$ cat config.mk
export PLATFORM = sky130hd
export DESIGN_NAME = multilevel_feedback_scheduler_unit
export DESIGN_NICKNAME = d
export VERILOG_FILES = /design/src/hw/rtl/mfs_pkg.sv /design/src/hw/rtl/mfs_ctrl.sv /design/src/hw/rtl/mfs_datapath.sv /design/src/hw/rtl/multilevel_feedback_scheduler_unit.sv
export SDC_FILE = /design/constraint.sdc
export NUM_CORES = 2
export LEC_CHECK = 0
export BUFFER_PORTS_ARGS = -buffer_cell sky130_fd_sc_hd__buf_2
export CORE_MARGIN = 4
export CORE_UTILIZATION = 57
export CTS_CLUSTER_SIZE = 24
export DETAILED_ROUTE_END_ITERATION = 7
export PLACE_DENSITY = 0.76
export SLEW_MARGIN = 30
export SYNTH_ARGS = -nofsm -noshare
export SYNTH_HDL_FRONTEND = slang
export SYNTH_SLANG_ARGS = --single-unit
$ cat constraint.sdc
create_clock -name clk -period 17.9 [get_ports clk]
set_clock_uncertainty 0.1 [all_clocks]
set_input_delay 2.685 -clock clk [delete_from_list [all_inputs] [get_ports clk]]
set_output_delay 2.685 -clock clk [all_outputs]
set_load 0.01 [all_outputs]
$ cat src/hw/rtl/mfs_pkg.sv
package mfs_pkg;

	localparam int MaxThreads = 16;

	localparam logic [15:0] AgingThresholdRst = 16'd1500;
	localparam logic [7:0]  AgingStepRst      = 8'd10;
	localparam logic [7:0]  PriorityCapRst    = 8'd149;
	localparam logic [7:0]  LevelOneFloorRst  = 8'd100;
	localparam logic [7:0]  LevelTwoFloorRst  = 8'd50;
	localparam logic [15:0] RoundRobinRst     = 16'd100;

	typedef enum logic [1:0] {
		REQ_INSERT   = 2'd0,
		REQ_DISPATCH = 2'd1,
		REQ_AGE      = 2'd2,
		REQ_YIELD    = 2'd3
	} req_t;

	typedef enum logic [2:0] {
		CFG_AGING_THRESHOLD = 3'd0,
		CFG_AGING_STEP      = 3'd1,
		CFG_PRIORITY_CAP    = 3'd2,
		CFG_LEVEL_ONE_FLOOR = 3'd3,
		CFG_LEVEL_TWO_FLOOR = 3'd4,
		CFG_ROUND_ROBIN     = 3'd5
	} cfg_idx_t;

	typedef enum logic [2:0] {
		ST_IDLE,
		ST_SCAN,
		ST_FINISH,
		ST_OUT
	} state_t;

	typedef struct packed {
		logic [1:0]  req_type;
		logic [7:0]  thread_id;
		logic [7:0]  priority_req;
		logic [31:0] burst_estimate;
		logic [31:0] now_tick;
		logic [1:0]  current_level;
		logic [7:0]  current_id;
		logic signed [31:0] current_remaining;
		logic [31:0] current_run_start;
	} in_item_t;

	typedef struct packed {
		logic        grant_valid;
		logic [7:0]  grant_id;
		logic [1:0]  grant_level;
		logic [7:0]  grant_priority;
		logic        preempt;
		logic        yield_now;
		logic        table_full;
	} out_item_t;

	typedef struct packed {
		logic [15:0] aging_threshold;
		logic [7:0]  aging_step;
		logic [7:0]  priority_cap;
		logic [7:0]  level_one_floor;
		logic [7:0]  level_two_floor;
		logic [15:0] round_robin_quantum;
	} cfg_t;

	// controller to datapath
	typedef struct packed {
		logic load;
		logic scan_start;
		logic scan_step;
		logic finish;
	} cmd_t;

	// datapath to controller
	typedef struct packed {
		logic scan_last;
	} sts_t;

endpackage

$ cat src/hw/rtl/mfs_ctrl.sv
module mfs_ctrl
	import mfs_pkg::*;
(
	input  logic clk,
	input  logic arst_n,
	input  logic in_valid,
	output logic in_ready,
	output logic out_valid,
	input  logic out_ready,
	input  sts_t sts,
	output cmd_t cmd
);

	state_t state_q, state_d;

	// state register
	always_ff @(posedge clk or negedge arst_n) begin
		if (!arst_n) begin
			state_q <= ST_IDLE;
		end else begin
			state_q <= state_d;
		end
	end

	// next state and commands; input is held off until the result beat leaves
	always_comb begin
		state_d = state_q;
		cmd = '0;
		in_ready = 1'b0;
		out_valid = 1'b0;
		case (state_q)
			ST_IDLE: begin
				in_ready = 1'b1;
				if (in_valid) begin
					cmd.load = 1'b1;
					cmd.scan_start = 1'b1;
					state_d = ST_SCAN;
				end
			end
			ST_SCAN: begin
				cmd.scan_step = 1'b1;
				if (sts.scan_last) begin
					state_d = ST_FINISH;
				end
			end
			ST_FINISH: begin
				cmd.finish = 1'b1;
				state_d = ST_OUT;
			end
			ST_OUT: begin
				out_valid = 1'b1;
				if (out_ready) begin
					state_d = ST_IDLE;
				end
			end
			default: begin
				state_d = ST_IDLE;
			end
		endcase
	end

`ifndef NO_ASSERTIONS
	a_load_idle: assert property (@(posedge clk) disable iff (!arst_n)
		cmd.load |-> state_q == ST_IDLE)
		else $error("load outside idle");
	a_out_after_finish: assert property (@(posedge clk) disable iff (!arst_n)
		cmd.finish |=> out_valid)
		else $error("no result after finish");
	a_no_ready_busy: assert property (@(posedge clk) disable iff (!arst_n)
		cmd.scan_step |-> !in_ready)
		else $error("ready during scan");
`endif

endmodule

$ cat src/hw/rtl/mfs_datapath.sv
module mfs_datapath
	import mfs_pkg::*;
#(
	parameter int MAX_THREADS = MaxThreads
)
(
	input  logic      clk,
	input  logic      arst_n,
	input  cfg_t      cfg,
	input  in_item_t  in_item,
	input  cmd_t      cmd,
	output sts_t      sts,
	output out_item_t out_item
);

	localparam int IW = (MAX_THREADS > 1) ? $clog2(MAX_THREADS) : 1;
	localparam logic [IW:0] LastIdx = (IW + 1)'(MAX_THREADS - 1);

	logic [MAX_THREADS-1:0] valid_q;
	logic [7:0]  thr_q   [MAX_THREADS];
	logic [7:0]  pri_q   [MAX_THREADS];
	logic [31:0] burst_q [MAX_THREADS];
	logic [31:0] stamp_q [MAX_THREADS];
	logic [31:0] arr_q   [MAX_THREADS];
	logic [31:0] arrival_counter_q;

	in_item_t  req_q;
	out_item_t res_q;
	logic [IW:0] idx_q;
	logic [IW-1:0] ix;

	// best candidate per level; each entry is compared only against the best of its own level
	logic        b_vld_q [3];
	logic [IW-1:0] b_idx_q [3];
	logic [7:0]  b_thr_q [3];
	logic [7:0]  b_pri_q [3];
	logic [31:0] b_burst_q [3];
	logic [31:0] b_age_q [3];

	// free slot search
	logic          free_vld_q;
	logic [IW-1:0] free_idx_q;

	// current entry, with aging applied when this is an aging pass
	logic [7:0]  e_pri;
	logic [8:0]  aged_sum;
	logic        do_age;
	logic [31:0] e_age;
	logic [1:0]  e_lvl;
	logic [1:0]  li;
	logic        better;

	assign ix = idx_q[IW-1:0];
	assign sts.scan_last = (idx_q == LastIdx);

	always_comb begin
		do_age = (req_q.req_type == REQ_AGE) && valid_q[ix]
			&& ((req_q.now_tick - stamp_q[ix]) >= {16'd0, cfg.aging_threshold});
		aged_sum = {1'b0, pri_q[ix]} + {1'b0, cfg.aging_step};
		if (do_age) begin
			e_pri = (aged_sum > {1'b0, cfg.priority_cap}) ? cfg.priority_cap
				: aged_sum[7:0];
		end else begin
			e_pri = pri_q[ix];
		end
		if (e_pri >= cfg.level_one_floor) begin
			e_lvl = 2'd1;
		end else if (e_pri >= cfg.level_two_floor) begin
			e_lvl = 2'd2;
		end else begin
			e_lvl = 2'd3;
		end
		li = e_lvl - 2'd1;
		e_age = arrival_counter_q - arr_q[ix];
		better = 1'b0;
		if (!b_vld_q[li]) begin
			better = 1'b1;
		end else begin
			case (e_lvl)
				2'd1: begin
					if (burst_q[ix] != b_burst_q[li]) begin
						better = burst_q[ix] < b_burst_q[li];
					end else if (thr_q[ix] != b_thr_q[li]) begin
						better = thr_q[ix] < b_thr_q[li];
					end else begin
						better = e_age > b_age_q[li];
					end
				end
				2'd2: begin
					if (e_pri != b_pri_q[li]) begin
						better = e_pri > b_pri_q[li];
					end else if (thr_q[ix] != b_thr_q[li]) begin
						better = thr_q[ix] < b_thr_q[li];
					end else begin
						better = e_age > b_age_q[li];
					end
				end
				default: begin
					better = e_age > b_age_q[li];
				end
			endcase
		end
	end

	// finish stage values
	logic [1:0]    g_li;
	logic          g_any;
	logic [32:0]   ran;
	logic signed [33:0] rem;
	logic signed [33:0] fb;
	logic          pre;

	always_comb begin
		g_any = 1'b1;
		if (b_vld_q[0]) begin
			g_li = 2'd0;
		end else if (b_vld_q[1]) begin
			g_li = 2'd1;
		end else begin
			g_li = 2'd2;
			g_any = b_vld_q[2];
		end
		ran = {1'b0, req_q.now_tick - req_q.current_run_start};
		rem = 34'(signed'(req_q.current_remaining)) - signed'({1'b0, ran});
		fb = signed'({2'b00, b_burst_q[0]});
		pre = 1'b0;
		if (b_vld_q[0] && req_q.current_level > 2'd1) begin
			pre = 1'b1;
		end
		if (b_vld_q[1] && req_q.current_level > 2'd2) begin
			pre = 1'b1;
		end
		if (req_q.current_level == 2'd1 && b_vld_q[0]) begin
			if (rem > fb) begin
				pre = 1'b1;
			end else if (rem == fb && req_q.current_id > b_thr_q[0]) begin
				pre = 1'b1;
			end
		end
	end

	// control registers of the datapath
	always_ff @(posedge clk or negedge arst_n) begin
		if (!arst_n) begin
			valid_q <= '0;
			arrival_counter_q <= '0;
			idx_q <= '0;
			free_vld_q <= 1'b0;
			for (int l = 0; l < 3; l++) begin
				b_vld_q[l] <= 1'b0;
			end
		end else begin
			if (cmd.scan_start) begin
				idx_q <= '0;
				free_vld_q <= 1'b0;
				for (int l = 0; l < 3; l++) begin
					b_vld_q[l] <= 1'b0;
				end
			end else if (cmd.scan_step) begin
				idx_q <= idx_q + 1'b1;
				if (!valid_q[ix] && !free_vld_q) begin
					free_vld_q <= 1'b1;
				end
				if (valid_q[ix] && better) begin
					b_vld_q[li] <= 1'b1;
				end
			end
			if (cmd.finish) begin
				case (req_q.req_type)
					REQ_INSERT: begin
						if (free_vld_q) begin
							valid_q[free_idx_q] <= 1'b1;
							arrival_counter_q <= arrival_counter_q + 32'd1;
						end
					end
					REQ_DISPATCH: begin
						if (g_any) begin
							valid_q[b_idx_q[g_li]] <= 1'b0;
						end
					end
					default: begin
					end
				endcase
			end
		end
	end

	// payload registers
	always_ff @(posedge clk) begin
		if (cmd.load) begin
			req_q <= in_item;
		end
		if (cmd.scan_step) begin
			if (!valid_q[ix] && !free_vld_q) begin
				free_idx_q <= ix;
			end
			if (valid_q[ix] && better) begin
				b_idx_q[li] <= ix;
				b_thr_q[li] <= thr_q[ix];
				b_pri_q[li] <= e_pri;
				b_burst_q[li] <= burst_q[ix];
				b_age_q[li] <= e_age;
			end
			if (do_age) begin
				pri_q[ix] <= e_pri;
				stamp_q[ix] <= req_q.now_tick;
			end
		end
		if (cmd.finish) begin
			res_q <= '0;
			case (req_q.req_type)
				REQ_INSERT: begin
					if (free_vld_q) begin
						thr_q[free_idx_q] <= req_q.thread_id;
						pri_q[free_idx_q] <= req_q.priority_req;
						burst_q[free_idx_q] <= req_q.burst_estimate;
						stamp_q[free_idx_q] <= req_q.now_tick;
						arr_q[free_idx_q] <= arrival_counter_q;
					end else begin
						res_q.table_full <= 1'b1;
					end
				end
				REQ_DISPATCH: begin
					if (g_any) begin
						res_q.grant_valid <= 1'b1;
						res_q.grant_id <= b_thr_q[g_li];
						res_q.grant_level <= g_li + 2'd1;
						res_q.grant_priority <= b_pri_q[g_li];
					end
				end
				REQ_AGE: begin
					res_q.preempt <= pre;
				end
				default: begin
					res_q.yield_now <= (req_q.current_level != 2'd1)
						&& (req_q.current_level != 2'd2)
						&& (ran[31:0] >= {16'd0, cfg.round_robin_quantum});
				end
			endcase
		end
	end

	assign out_item = res_q;

`ifndef NO_ASSERTIONS
	a_arrival_on_insert: assert property (@(posedge clk) disable iff (!arst_n)
		!cmd.finish |=> $stable(arrival_counter_q))
		else $error("arrival counter moved outside finish");
	a_idx_range: assert property (@(posedge clk) disable iff (!arst_n)
		cmd.scan_step |-> idx_q <= LastIdx)
		else $error("scan index out of range");
	a_table_change: assert property (@(posedge clk) disable iff (!arst_n)
		!cmd.finish |=> $stable(valid_q))
		else $error("table valid bits moved outside finish");
`endif

endmodule

$ cat src/hw/rtl/multilevel_feedback_scheduler_unit.sv
// an accepted request is loaded, scanned over every table entry, finished, then offered as a result beat
// no new request is taken until the previous result beat has been accepted
// the scan walks the table one entry a cycle through a single compare unit
// reset: asynchronous active low; table empty, arrival counter zero,
// configuration registers back to their reset values
module multilevel_feedback_scheduler_unit
	import mfs_pkg::*;
#(
	parameter int MAX_THREADS = MaxThreads
)
(
	input  logic      clk,
	input  logic      arst_n,
	input  logic      in_valid,
	output logic      in_ready,
	input  in_item_t  in_data,
	output logic      out_valid,
	input  logic      out_ready,
	output out_item_t out_data,
	input  logic      cfg_valid,
	output logic      cfg_ready,
	input  logic [2:0] cfg_index,
	input  logic [15:0] cfg_data
);

	cfg_t cfg_q;
	cmd_t cmd;
	sts_t sts;

	assign cfg_ready = 1'b1;

	// configuration registers
	always_ff @(posedge clk or negedge arst_n) begin
		if (!arst_n) begin
			cfg_q.aging_threshold <= AgingThresholdRst;
			cfg_q.aging_step <= AgingStepRst;
			cfg_q.priority_cap <= PriorityCapRst;
			cfg_q.level_one_floor <= LevelOneFloorRst;
			cfg_q.level_two_floor <= LevelTwoFloorRst;
			cfg_q.round_robin_quantum <= RoundRobinRst;
		end else if (cfg_valid) begin
			case (cfg_index)
				CFG_AGING_THRESHOLD: cfg_q.aging_threshold <= cfg_data;
				CFG_AGING_STEP:      cfg_q.aging_step <= cfg_data[7:0];
				CFG_PRIORITY_CAP:    cfg_q.priority_cap <= cfg_data[7:0];
				CFG_LEVEL_ONE_FLOOR: cfg_q.level_one_floor <= cfg_data[7:0];
				CFG_LEVEL_TWO_FLOOR: cfg_q.level_two_floor <= cfg_data[7:0];
				CFG_ROUND_ROBIN:     cfg_q.round_robin_quantum <= cfg_data;
				default: begin
				end
			endcase
		end
	end

	mfs_ctrl u_ctrl (
		.clk       (clk),
		.arst_n    (arst_n),
		.in_valid  (in_valid),
		.in_ready  (in_ready),
		.out_valid (out_valid),
		.out_ready (out_ready),
		.sts       (sts),
		.cmd       (cmd)
	);

	mfs_datapath #(
		.MAX_THREADS (MAX_THREADS)
	) u_dp (
		.clk      (clk),
		.arst_n   (arst_n),
		.cfg      (cfg_q),
		.in_item  (in_data),
		.cmd      (cmd),
		.sts      (sts),
		.out_item (out_data)
	);

`ifndef NO_ASSERTIONS
	a_out_stable: assert property (@(posedge clk) disable iff (!arst_n)
		out_valid && !out_ready |=> out_valid && $stable(out_data))
		else $error("result beat changed while stalled");
	a_no_overlap: assert property (@(posedge clk) disable iff (!arst_n)
		in_ready |-> !out_valid)
		else $error("input taken while result pending");
	a_accept_then_busy: assert property (@(posedge clk) disable iff (!arst_n)
		in_valid && in_ready |=> !in_ready)
		else $error("second beat taken during scan");
`endif

endmodule

==> impl_metrics.csv <==
group,metric,value,unit
placement,gp_congestion,0.892,
finish,utilization,0.645,
synth,yosys_warnings,0,
power_and_ir_drop,p_int,0.0119,W
die,start_util,0.576,
setup_path,worst_path_max_delay_cell,"dfrtp_4",
timing,fin_crit_sh,0.812,
setup_path,worst-path-buf-inv,3,
synth,syn-instance-count,5390,
clocking,cts_root_buffer,"clkbuf_16",
setup_path,worstPathArrival,14.96,ns
grt,grt_pass1_vias,53400,
die,fp.dieW,425,um
clocking,cts.sinks,2349,
drt,drt_iter0_drc,6768,
timing,finalSetupViolations,0,
power_and_ir_drop,switchingPower,0.00597,W
timing,rsz0062_at_grt,"no",
drt,wl,246,mm
finish,nFillCells,11400,
finish,drive_gt1_frac,0.229,
synth,syn_area,99300,um^2
timing,fmax,0.0688,GHz
synth,syn-num-nets,5896,
die,die_h,425,um
setup_path,cp_top_family,"compound AO/OA/AOI/OAI gates",
synth,synth.distinct_cells,98,
finish,area_growth,12.0,%
setup_path,path_class,"flip-flop to flip-flop",
drt,vias,53100,
timing,hold_viol,0,
clocking,cts.clk_slew.worst_paths,0.06,ns
synth,ys_seq_area_frac,0.705,
grt,grt_max_degree,131,
clocking,insertion_delay,0.89,ns
clocking,htreeDepth,4,
grt,grt-ovfl-total,0,
synth,ys_ff_latch,2349,
power_and_ir_drop,p_per_area,161,nW/um^2
clocking,cts_tree,"yes",
timing,final_max_slew_viol_count,0,
power_and_ir_drop,p_leak,38.0,nW
die,num_io_pins,205,
power_and_ir_drop,p_sw_frac,0.334,
placement,dp_hpwl,143,mm
outcome,outcome,"completed",
clocking,cts_hold_buf,0,
drt,drtAntennaViolNets,0,
grt,grt_pass1_wl,362,mm
drt,viasPerCell,6.44,
power_and_ir_drop,finalPower,0.0179,W
power_and_ir_drop,comb_power_share,0.350,
timing,max-slew-margin-rel,0.320,
drt,wl_per_cell,29.9,um
synth,synth.top_cell.area_share,0.673,
drt,drc,0,
grt,gr-usage-all-layers,0.274,
setup_path,setup.worst_path.start_class,"flip-flop",
synth,yosys_most_used_dff,"edfxtp_1",
clocking,cts_made_buffers,221,
die,rows,152,
setup_path,cp_max_fo,82,
synth,synthArstFlopShare,0.0524,
synth,yosysTopAreaCell,"edfxtp_1",
hold_path,min_path_type,"flip-flop to flip-flop",
grt,antenna_found_initial,3,
setup_path,cpPeakStageDelay,0.96,ns
setup_path,crit_required,18.32,ns
power_and_ir_drop,share_seq_of_total_power,0.385,
setup_path,crit_path_frequent_cell,"a21o_1",
synth,synth-edff-count,2226,
synth,syn_area_per_cell,18.4,um^2
drt,first_pass_iters,7,
clocking,max-clock-path-buffers,3,
timing,finalSetupTns,0,ns
timing,min_period,14.54,ns
placement,port_buffers,203,
die,core_area,172000,um^2
setup_path,endpoint_kind,"flip-flop",
job,maxCapViolations,0,
timing,tightest_slew,1.02,ns
power_and_ir_drop,ir_drop,0.000205,V
finish,finalNetCount,6244,
synth,post_synth_main_area_contributors,"edfxtp_1 (67%), mux4_2 (13%), ha_1 (4.0%), dfrtp_1 (2.5%), a21oi_1 (1.3%)",
power_and_ir_drop,clockPowerShare,0.265,
clocking,cts-resized-gates,0,
die,die_area,181000,um^2
clocking,postCtsSetupBuffers,0,
[path summary, 6_finish.rpt]
kind | startpoint | end | slack (ns) | depth (start not counted)
worst max-delay path | u_dp.idx_q[0]$_DFFE_PN0P_ | u_dp.b_age_q[1][16]$_DFFE_PP_ | 3.36 | 47
max in group asynchronous | arst_n | cfg_q[37]$_DFFE_PN0P_ | 14.82 | 2
worst min-delay path | cfg_q[25]$_DFFE_PN0P_ | cfg_q[25]$_DFFE_PN0P_ | 0.41 | 1
worst min register to register | cfg_q[25]$_DFFE_PN0P_ | cfg_q[25]$_DFFE_PN0P_ | 0.41 | 1
min in group asynchronous | arst_n | u_dp.arrival_counter_q[13]$_DFFE_PN0P_ | 1.72 | 1
worst max register to register | u_dp.idx_q[0]$_DFFE_PN0P_ | u_dp.b_age_q[1][16]$_DFFE_PP_ | 3.36 | 47
[cell usage after synthesis, types with 11 or more instances]
| cell | count |
|---|---|
| ha_1 | 321 |
| dfrtp_1 | 101 |
| o21ai_0 | 122 |
| buf_1 | 65 |
| a21oi_1 | 254 |
| o21a_1 | 30 |
| xor2_1 | 39 |
| clkbuf_1 | 114 |
| inv_1 | 271 |
| a211o_1 | 11 |
| nand2b_1 | 48 |
| o211ai_1 | 14 |
| nand2_1 | 137 |
| mux4_2 | 560 |
| nor2b_1 | 38 |
| a21o_1 | 97 |
| nand4_1 | 50 |
| o21bai_1 | 18 |
| nor3_1 | 37 |
| a31oi_1 | 17 |
| xnor2_1 | 101 |
| mux2i_1 | 113 |
| and3_1 | 27 |
| edfxtp_1 | 2226 |
| mux2_2 | 39 |
| a2111oi_0 | 12 |
| a211oi_1 | 25 |
| dfstp_2 | 22 |
| nand3_1 | 40 |
| nor2_1 | 263 |
[metal layers]
layer | part of all wire | global-route usage
met1 | 0.39 | 0.385
met2 | 0.49 | 0.441
met3 | 0.080 | 0.0439
met4 | 0.039 | 0.101
met5 | 0 | 0
[power groups by stage]
stage	sequential, W	combinational, W	clock (W)
final	0.00688	0.00625	0.00474
after detailed placement	0.00699	0.00615	0
after global placement	0.00697	0.00604	0
after floorplan	0.00684	0.00454	0
after global routing	0.00691	0.00682	0.00505
after CTS	0.00688	0.00622	0.00479
[sequential cells by signal (all words and copies together), names as in the netlist, 32 cells and up]
name                    cells
u_dp.req_q                156
u_dp.arrival_counter_q     32
u_dp.thr_q                128
u_dp.burst_q              512
u_dp.pri_q                128
u_dp.arr_q                512
u_dp.b_burst_q             96
u_dp.b_age_q               96
cfg_q                      64
u_dp.stamp_q              512
[cell usage in the layout, fill, tap and decap left out, types with 11 or more instances in the layout]
master      instances
mux2i_1           113
clkinv_2           44
clkinvlp_4         15
buf_2             203
nand2b_1           48
a21o_1             97
and3_1             26
nor3_1             33
nor2_1            234
o21ai_0           122
inv_1             271
ha_1              320
nand4_1            50
clkbuf_1           47
clkinv_1           32
nand3_1            40
o211ai_1           14
xnor2_1           101
dfrtp_1            97
a211o_1            11
mux2_2             39
bufinv_16          22
a31oi_1            15
dfstp_2            22
mux4_2            560
clkbuf_16         222
a21oi_1           252
o21a_1             30
a2111oi_0          11
xor2_1             39
a211oi_1           25
edfxtp_1         2226
nor2_4             29
nand2_1           137
buf_4              88
o21bai_1           17
nor2b_1            38
[metrics by stage]
step | instance area [um^2] | std cells | hold WS [ns] | setup slack, ns
6_report | 111000 | 8241 | 0.414 | 3.36
4_1_cts | 111000 | 8235 | 0.412 | 3.32
2_1_floorplan | 99300 | 5390 | 0.379 | 1.04
5_1_grt | 111000 | 8240 | 0.428 | 2.51
3_5_place_dp | 104000 | 7820 | 0.394 | 3.44
3_3_place_gp | 104000 | 7816 | 0.390 | 3.62
[cell families after synthesis]
family | count (synthesis) | synth area share
other cells | 1 | 0.0000378
simple gates | 721 | 0.0357
flops | 2349 | 0.705
mux | 719 | 0.145
xor+xnor | 141 | 0.0125
compound gates | 677 | 0.0433
fa+ha+maj | 326 | 0.0415
buf+inv | 456 | 0.0177
[cell type report]
cell class,instances,area [um^2],share of cell area
multi-input combinational,2585,27900,0.251
sequential,2349,70000,0.629
inverter,271,1020,0.00915
tap,2310,2890,0.0260
clock buffer,279,5870,0.0528
timing repair buffer,310,1990,0.0179
antenna,1,2.50,0.0000225
clock inverter,136,1540,0.0138
(Power assumes the default switching activity.)
